==> src/rtl/stop_and_wait_parity_sender_unit_macros.svh <==
// assertion macros for the stop-and-wait parity sender
`ifndef STOP_AND_WAIT_PARITY_SENDER_UNIT_MACROS_SVH
`define STOP_AND_WAIT_PARITY_SENDER_UNIT_MACROS_SVH

// same-cycle implication, disabled while reset is held
`define SWPS_ASSERT_NOW(label, clock, rstn, ante, cons) \
  label: assert property (@(posedge clock) disable iff (!(rstn)) (ante) |-> (cons)) \
    else $error("swps assertion failed");

// next-cycle implication, disabled while reset is held
`define SWPS_ASSERT_NEXT(label, clock, rstn, ante, cons) \
  label: assert property (@(posedge clock) disable iff (!(rstn)) (ante) |=> (cons)) \
    else $error("swps assertion failed");

`endif

==> src/rtl/swps_pkg.sv <==
// types and constants shared by the stop-and-wait parity sender
`timescale 1ns / 1ps
`default_nettype none

package swps_pkg;

  typedef enum logic [1:0] {
    KIND_DATA    = 2'd0,
    KIND_END     = 2'd1,
    KIND_REPLY   = 2'd2,
    KIND_TIMEOUT = 2'd3
  } kind_t;

  typedef enum logic [2:0] {
    ST_FIRST  = 3'd0,
    ST_RESEND = 3'd1,
    ST_ACKED  = 3'd2,
    ST_FAILED = 3'd3,
    ST_REJECT = 3'd4,
    ST_DONE   = 3'd5
  } status_t;

  localparam logic [7:0] ACK_CODE         = 8'd1;
  localparam logic [2:0] RESEND_LIMIT_RST = 3'd3;

  // session state carried between words
  typedef struct packed {
    logic       awaiting;
    logic [7:0] seq;
    logic [7:0] held_data;
    logic       held_end;
    logic [2:0] retries;
  } state_t;

  // one result word
  typedef struct packed {
    logic       frame_valid;
    logic [7:0] frame_seq;
    logic [7:0] frame_data;
    logic       frame_parity;
    logic       frame_is_end;
    logic [2:0] status;
  } result_t;

endpackage

`default_nettype wire

==> src/rtl/swps_if.sv <==
// valid/ready channel interfaces for the input and result words
`timescale 1ns / 1ps
`default_nettype none

interface swps_in_if;
  logic       valid;
  logic       ready;
  logic [1:0] kind;
  logic [7:0] data_byte;
  logic [7:0] reply_byte;

  modport source (output valid, kind, data_byte, reply_byte, input ready);
  modport sink (input valid, kind, data_byte, reply_byte, output ready);
endinterface

interface swps_out_if;
  logic       valid;
  logic       ready;
  logic       frame_valid;
  logic [7:0] frame_seq;
  logic [7:0] frame_data;
  logic       frame_parity;
  logic       frame_is_end;
  logic [2:0] status;

  modport source (output valid, frame_valid, frame_seq, frame_data, frame_parity,
                  frame_is_end, status, input ready);
  modport sink (input valid, frame_valid, frame_seq, frame_data, frame_parity,
                frame_is_end, status, output ready);
endinterface

`default_nettype wire

==> src/rtl/swps_step.sv <==
// next-state and result logic for one word of the sender
`timescale 1ns / 1ps
`default_nettype none

module swps_step (
  input  swps_pkg::state_t  st,
  input  logic [2:0]        resend_limit,
  input  logic [1:0]        kind,
  input  logic [7:0]        data_byte,
  input  logic [7:0]        reply_byte,
  output swps_pkg::state_t  st_nxt,
  output swps_pkg::result_t res
);

  logic send;

  always_comb begin
    st_nxt     = st;
    send       = 1'b0;
    res.status = swps_pkg::ST_REJECT;
    case (swps_pkg::kind_t'(kind))
      swps_pkg::KIND_DATA, swps_pkg::KIND_END: begin
        if (!st.awaiting) begin
          st_nxt.held_end  = (kind == swps_pkg::KIND_END);
          st_nxt.held_data = (kind == swps_pkg::KIND_END) ? 8'd0 : data_byte;
          st_nxt.retries   = 3'd0;
          st_nxt.awaiting  = 1'b1;
          send             = 1'b1;
          res.status       = swps_pkg::ST_FIRST;
        end
      end
      swps_pkg::KIND_REPLY, swps_pkg::KIND_TIMEOUT: begin
        if (st.awaiting) begin
          if (kind == swps_pkg::KIND_REPLY && reply_byte == swps_pkg::ACK_CODE) begin
            st_nxt.awaiting = 1'b0;
            st_nxt.retries  = 3'd0;
            if (st.held_end) begin
              st_nxt.seq = 8'd0;
              res.status = swps_pkg::ST_DONE;
            end else begin
              st_nxt.seq = st.seq + 8'd1;
              res.status = swps_pkg::ST_ACKED;
            end
          end else if (st.retries < resend_limit) begin
            // nak or timeout with budget left
            st_nxt.retries = st.retries + 3'd1;
            send           = 1'b1;
            res.status     = swps_pkg::ST_RESEND;
          end else begin
            st_nxt.awaiting = 1'b0;
            st_nxt.retries  = 3'd0;
            st_nxt.seq      = 8'd0;
            res.status      = swps_pkg::ST_FAILED;
          end
        end
      end
      default: begin
        res.status = swps_pkg::ST_REJECT;
      end
    endcase

    // a sent frame carries the held contents after this word; with no send all frame fields are zero
    res.frame_valid  = send;
    res.frame_seq    = send ? st.seq : 8'd0;
    res.frame_data   = send ? st_nxt.held_data : 8'd0;
    res.frame_parity = send ? (^st_nxt.held_data) : 1'b0;
    res.frame_is_end = send ? st_nxt.held_end : 1'b0;
  end

endmodule

`default_nettype wire

==> src/rtl/stop_and_wait_parity_sender_unit.sv <==
// top level of the stop-and-wait sender with even-parity frames
// usage:
//   in_word  : one word per event: kind (data byte, end marker, reply, timeout),
//              data_byte and reply_byte; taken when valid and ready are high
//   out_word : one result word per input word: frame fields and a status code
//   cfg_we / cfg_wdata : write the resend limit, the resends allowed per frame
// the result word is registered and shown in the cycle after its input word is taken
// throughput: one word per cycle while out_word.ready stays high; the output register frees in the same cycle
//   it is taken, so in_word.ready = !out_word.valid || out_word.ready
// the session state is read and written by a combinational update on each taken word, so words
//   follow each other back to back without a bubble
// reset: session idle, sequence zero, no result pending, resend limit back to 3
// receiver stall: the result stays in the output register and in_word.ready
//   drops until it is taken; no word is lost or repeated
// config is to be written by the user only while the block is idle; the block does not enforce this
`timescale 1ns / 1ps
`default_nettype none
`include "stop_and_wait_parity_sender_unit_macros.svh"

module stop_and_wait_parity_sender_unit (
  input  logic              clk,
  input  logic              rst_n,
  swps_in_if.sink           in_word,
  swps_out_if.source        out_word,
  input  logic              cfg_we,
  input  logic [2:0]        cfg_wdata
);

  // retry budget register
  logic [2:0] resend_limit_r;

  // session state
  swps_pkg::state_t state_r;
  swps_pkg::state_t state_nxt;

  // result register, payload needs no reset
  logic              out_valid_r;
  swps_pkg::result_t res_r;
  swps_pkg::result_t res_nxt;

  logic accept;

  // terms for the checks below
  logic no_frame;
  logic sent_frame;
  logic frame_zero;
  logic parity_ok;
  logic opens_frame;
  logic armed_first;

  assign in_word.ready = !out_valid_r || out_word.ready;
  assign accept        = in_word.valid && in_word.ready;

  swps_step u_step (
    .st           (state_r),
    .resend_limit (resend_limit_r),
    .kind         (in_word.kind),
    .data_byte    (in_word.data_byte),
    .reply_byte   (in_word.reply_byte),
    .st_nxt       (state_nxt),
    .res          (res_nxt)
  );

  always_ff @(posedge clk) begin
    if (!rst_n) begin
      resend_limit_r <= swps_pkg::RESEND_LIMIT_RST;
    end else if (cfg_we) begin
      resend_limit_r <= cfg_wdata;
    end
  end

  // state moves only on a taken word
  always_ff @(posedge clk) begin
    if (!rst_n) begin
      state_r <= '0;
    end else if (accept) begin
      state_r <= state_nxt;
    end
  end

  always_ff @(posedge clk) begin
    if (!rst_n) begin
      out_valid_r <= 1'b0;
    end else if (accept) begin
      out_valid_r <= 1'b1;
    end else if (out_word.ready) begin
      out_valid_r <= 1'b0;
    end
  end

  always_ff @(posedge clk) begin
    if (accept) begin
      res_r <= res_nxt;
    end
  end

  assign out_word.valid        = out_valid_r;
  assign out_word.frame_valid  = res_r.frame_valid;
  assign out_word.frame_seq    = res_r.frame_seq;
  assign out_word.frame_data   = res_r.frame_data;
  assign out_word.frame_parity = res_r.frame_parity;
  assign out_word.frame_is_end = res_r.frame_is_end;
  assign out_word.status       = res_r.status;

  assign no_frame    = out_valid_r && !res_r.frame_valid;
  assign sent_frame  = out_valid_r && res_r.frame_valid;
  assign frame_zero  = res_r.frame_seq == 8'd0 && res_r.frame_data == 8'd0 &&
                       !res_r.frame_parity && !res_r.frame_is_end;
  assign parity_ok   = res_r.frame_parity == (^res_r.frame_data);
  assign opens_frame = accept && !state_r.awaiting &&
                       (in_word.kind == swps_pkg::KIND_DATA ||
                        in_word.kind == swps_pkg::KIND_END);
  assign armed_first = state_r.awaiting && out_valid_r &&
                       res_r.status == swps_pkg::ST_FIRST;

  // no frame means all frame fields are zero
  `SWPS_ASSERT_NOW(a_idle_frame_zero, clk, rst_n, no_frame, frame_zero)

  // a sent frame carries even parity over its data
  `SWPS_ASSERT_NOW(a_frame_parity, clk, rst_n, sent_frame, parity_ok)

  // a data or end word taken while idle arms the reply wait
  `SWPS_ASSERT_NEXT(a_send_arms, clk, rst_n, opens_frame, armed_first)

endmodule

`default_nettype wire
==> src/flat_wrapper.sv <==
// flat-port wrapper written by rule: the top's interface ports become plain ports
module stop_and_wait_parity_sender_unit_flat 
  (clk, rst_n, cfg_we, cfg_wdata, in_word_valid, in_word_kind, in_word_data_byte, in_word_reply_byte, in_word_ready, out_word_valid, out_word_frame_valid, out_word_frame_seq, out_word_frame_data, out_word_frame_parity, out_word_frame_is_end, out_word_status, out_word_ready);
  swps_in_if in_word_i ();
  swps_out_if out_word_i ();
  input  logic clk;
  input  logic rst_n;
  input  logic cfg_we;
  input  logic [2:0] cfg_wdata;
  input wire logic [$bits(in_word_i.valid)-1:0] in_word_valid;
  input wire logic [$bits(in_word_i.kind)-1:0] in_word_kind;
  input wire logic [$bits(in_word_i.data_byte)-1:0] in_word_data_byte;
  input wire logic [$bits(in_word_i.reply_byte)-1:0] in_word_reply_byte;
  output wire logic [$bits(in_word_i.ready)-1:0] in_word_ready;
  output wire logic [$bits(out_word_i.valid)-1:0] out_word_valid;
  output wire logic [$bits(out_word_i.frame_valid)-1:0] out_word_frame_valid;
  output wire logic [$bits(out_word_i.frame_seq)-1:0] out_word_frame_seq;
  output wire logic [$bits(out_word_i.frame_data)-1:0] out_word_frame_data;
  output wire logic [$bits(out_word_i.frame_parity)-1:0] out_word_frame_parity;
  output wire logic [$bits(out_word_i.frame_is_end)-1:0] out_word_frame_is_end;
  output wire logic [$bits(out_word_i.status)-1:0] out_word_status;
  input wire logic [$bits(out_word_i.ready)-1:0] out_word_ready;
  assign in_word_i.valid = in_word_valid;
  assign in_word_i.kind = in_word_kind;
  assign in_word_i.data_byte = in_word_data_byte;
  assign in_word_i.reply_byte = in_word_reply_byte;
  assign in_word_ready = in_word_i.ready;
  assign out_word_valid = out_word_i.valid;
  assign out_word_frame_valid = out_word_i.frame_valid;
  assign out_word_frame_seq = out_word_i.frame_seq;
  assign out_word_frame_data = out_word_i.frame_data;
  assign out_word_frame_parity = out_word_i.frame_parity;
  assign out_word_frame_is_end = out_word_i.frame_is_end;
  assign out_word_status = out_word_i.status;
  assign out_word_i.ready = out_word_ready;
  stop_and_wait_parity_sender_unit u_core (.clk(clk), .rst_n(rst_n), .in_word(in_word_i), .out_word(out_word_i), .cfg_we(cfg_we), .cfg_wdata(cfg_wdata));
endmodule
==> config.mk <==
export PLATFORM = sky130hd
export DESIGN_NAME = stop_and_wait_parity_sender_unit_flat
export DESIGN_NICKNAME = d
export VERILOG_FILES = /design/src/rtl/swps_pkg.sv /design/src/rtl/swps_if.sv /design/src/rtl/swps_step.sv /design/src/rtl/stop_and_wait_parity_sender_unit.sv /design/src/flat_wrapper.sv
export VERILOG_INCLUDE_DIRS = /design/src /design/src/rtl
export SDC_FILE = /design/constraint.sdc
export NUM_CORES = 1
export LEC_CHECK = 0
export BUFFER_PORTS_ARGS = -buffer_cell sky130_fd_sc_hd__clkbuf_2
export CAP_MARGIN = 10
export CORE_UTILIZATION = 57
export CTS_CLUSTER_SIZE = 12
export DETAILED_ROUTE_END_ITERATION = 10
export PLACE_DENSITY = 0.84
export SETUP_SLACK_MARGIN = 0.02
export SYNTH_ARGS = -nofsm -noshare
export SYNTH_HDL_FRONTEND = slang
export SYNTH_SLANG_ARGS = --single-unit
==> constraint.sdc <==
create_clock -name clk -period 3.3 [get_ports clk]
set_input_delay 0.495 -clock clk [delete_from_list [all_inputs] [get_ports clk]]
set_output_delay 0.495 -clock clk [all_outputs]
set_load 0.005 [all_outputs]
==> impl_metrics.ini <==
[synthesis]
synth_top_family_by_area = simple AND/OR/NAND/NOR gates
ys_seq_area_share_pct = 52.8
synth_nets = 241
netlist.area_leader.share_pct = 30.1
synth_fa_ha_area_share_pct = 2.28
synth_edf_count = 22
synth_flop_cell = dfxtp_1
synth.largest_area_cell = edfxtp_1
synth_xor_area_share_pct = 5.98
synth_mux_area_share_pct = 1.37
ys_top_cells_by_area = edfxtp_1 30%, dfxtp_1 23%, xnor2_1 5.2%
synth_compound_area_share_pct = 12.7
ys_warn_count = 0
synth-seq-cells = 47
netlist_instances = 211
syn_area_um2 = 2200
syn_area_per_cell_um2 = 10.4
ys_types = 37
yosys.area_share.simple_pct = 22.6
ys_async_sr_fraction_pct = 0

[floorplanning]
start_util_pct = 59.6
die_height_um = 64.1
die_x_um = 64.1
rows = 22
dieArea_um2 = 4110
ios = 50
core_area_um2 = 3690

[worst_setup_path]
cp_slowest_cell = or4_4
critPathArrivalTime_ns = 2.28
critical_path_class = primary input to flip-flop
required_ns = 3.33
cp-end-kind = flip-flop
crit_path_max_fanout = 12
cp-start-kind = primary input
path_cells = clkbuf_2 -> or4_4 -> nor3_4 -> nor3_1 -> buf_4 -> nor2_1 -> nor2b_1
cp_slowest_stage_delay_ns = 0.56

[hold_path]
worstHoldPathType = primary input to flip-flop

[global_routing]
use_met3_pct = 5.54
grt_pass1_wl_mm = 6.69
grt_pass1_vias = 1404
antenna_found_initial = 0
met1_usage_pct = 32.1
track_usage_pct = 21.7
busiest_layer = met1
grt_max_degree = 24
grt.overflow.total = 0
use_met2_pct = 30.2

[sta]
setup_violations = 0
hold_viol = 0
drv_slew = 0
rsz0062_at_grt = false
fin_skew_ns = 0.00634
fmax_mhz = 445
slew-limit-headroom_pct = 31.3
worstMarginPinSlew_ns = 1.02
finalSetupTns_ns = 0
layout_min_cycle_time_ns = 2.25
period_share_pct = 68.1

[outcome]
status = finished clean

[power_and_ir_drop]
leakage_nw = 1.01
irDropWorstVdd_mv = 0.263
finalPower_mw = 1.11
p_per_area_nw_per_um2 = 431

[detailed_routing]
wirelength_mm = 3.96
dr_total_vias = 1677
drt-initial-drc-count = 83
routedWlPerCell_um = 12.8
post_drt_via_cell_ratio = 5.41
drcViolationCount = 0
antenna_left = 0
drtPass1Iterations = 4

[placement]
place_hpwl_mm = 2.86
gp_congestion = 0.861
port_buffers = 49

[cts]
cts_sinks = 47
cts_root_buffer = clkbuf_8
cts_max_level = 2
numCtsBuffers = 5
clk_path_buf_depth = 2
cts_tree = done
path_clk_slew_ns = 0.09
ctsResizeCount = 0
post_cts_buffers = 0
hold_buffers = 0
clock_latency_ns = 0.29

[cells_and_area]
post-route-util_pct = 69.8
layout_commonest_cell = clkbuf_2
drive_above_1_share_pct = 24.8
diodes = 0
nets = 291
ff_latch_area_um2 = 1160
final_cell_mix = 49 x clkbuf_2, 25 x dfxtp_1, 23 x nor2_1
multi_input_area_um2 = 988
fill_cells = 287
synthToLayoutAreaGrowth_pct = 17.1

[run]
max_cap_viol_count = 0
-- kinds of logic after synthesis --
| kind of cell | after synthesis |
|---|---|
| simple gates | 87 |
| flops | 47 |
| compound gates | 42 |
| xor+xnor | 15 |
| buf+inv | 13 |
| fa+ha+maj | 4 |
| mux | 3 |
-- final cells by class --
type	instances	area share, %
multi-input combinational	151	38.4
tap	48	2.33
clock inverter	3	0.778
timing repair buffer	50	9.82
clock buffer	5	2.67
sequential	47	45.1
inverter	6	0.875
-- worst max-delay path, delay by kind of cell --
kind                   cells  cell delay [ns]
AND/OR/NAND/NOR            5             1.49
buffers and inverters      2             0.27
-- power breakdown --
part | internal (mW) | switching [mW] | leakage, nW
Clock | 0.148 | 0.187 | 0.0418
Sequential | 0.636 | 0.0112 | 0.423
Combinational | 0.0574 | 0.0714 | 0.544
Total | 0.841 | 0.269 | 1.01
-- worst paths after layout --
| check | start | endpoint | slack, ns | cells after the start |
|---|---|---|---|---|
| min | rst_n | u_core.resend_limit_r[0] | 0.41 | 2 |
| min reg2reg | u_core.resend_limit_r[0] | u_core.resend_limit_r[0] | 0.49 | 2 |
| max | in_word_reply_byte[3] | u_core.out_word.frame_seq[4] | 1.05 | 7 |
| max reg2reg | u_core.resend_limit_r[2] | u_core.out_word.frame_seq[4] | 1.14 | 8 |
-- Yosys cell counts (3+ instances only) --
master	number
dfxtp_1	25
nor2_1	23
edfxtp_1	22
a21oi_1	17
nand2_1	14
xnor2_1	13
nor2b_1	12
a22o_1	10
nor3b_1	10
nand3_1	8
clkbuf_1	7
inv_1	6
o21ai_0	5
ha_1	4
nor3_1	4
and2_1	3
mux2i_1	3
or2_2	3
-- registers in the layout, indices dropped and copies added (netlist names) --
signal	cells
u_core.out_word.valid	1
u_core.out_word.frame_is_end	1
u_core.resend_limit_r	3
u_core.out_word.frame_parity	1
u_core.out_word.frame_valid	1
u_core.out_word.frame_data	8
u_core.out_word.frame_seq	8
u_core.out_word.status	3
u_core.state_r	21
-- through the flow --
stage                     hold slack (ns)  cells  worst slack (ns)  area [µm²]
final                               0.411    310              1.05        2570
after global routing                0.421    310             0.888        2570
after CTS                           0.409    310              1.03        2570
after detailed placement            0.473    302             0.714        2480
after global placement              0.448    302             0.774        2480
after floorplan                     0.432    211              1.14        2200
-- metal layers --
| layer | routed length, µm | vias up |
|---|---|---|
| met5 | 0 | - |
| met1 | 1940 | 767 |
| met2 | 1770 | 52 |
| li1 | - | 854 |
| met3 | 218 | 4 |
| met4 | 33 | 0 |
(Power assumes the default switching activity.)
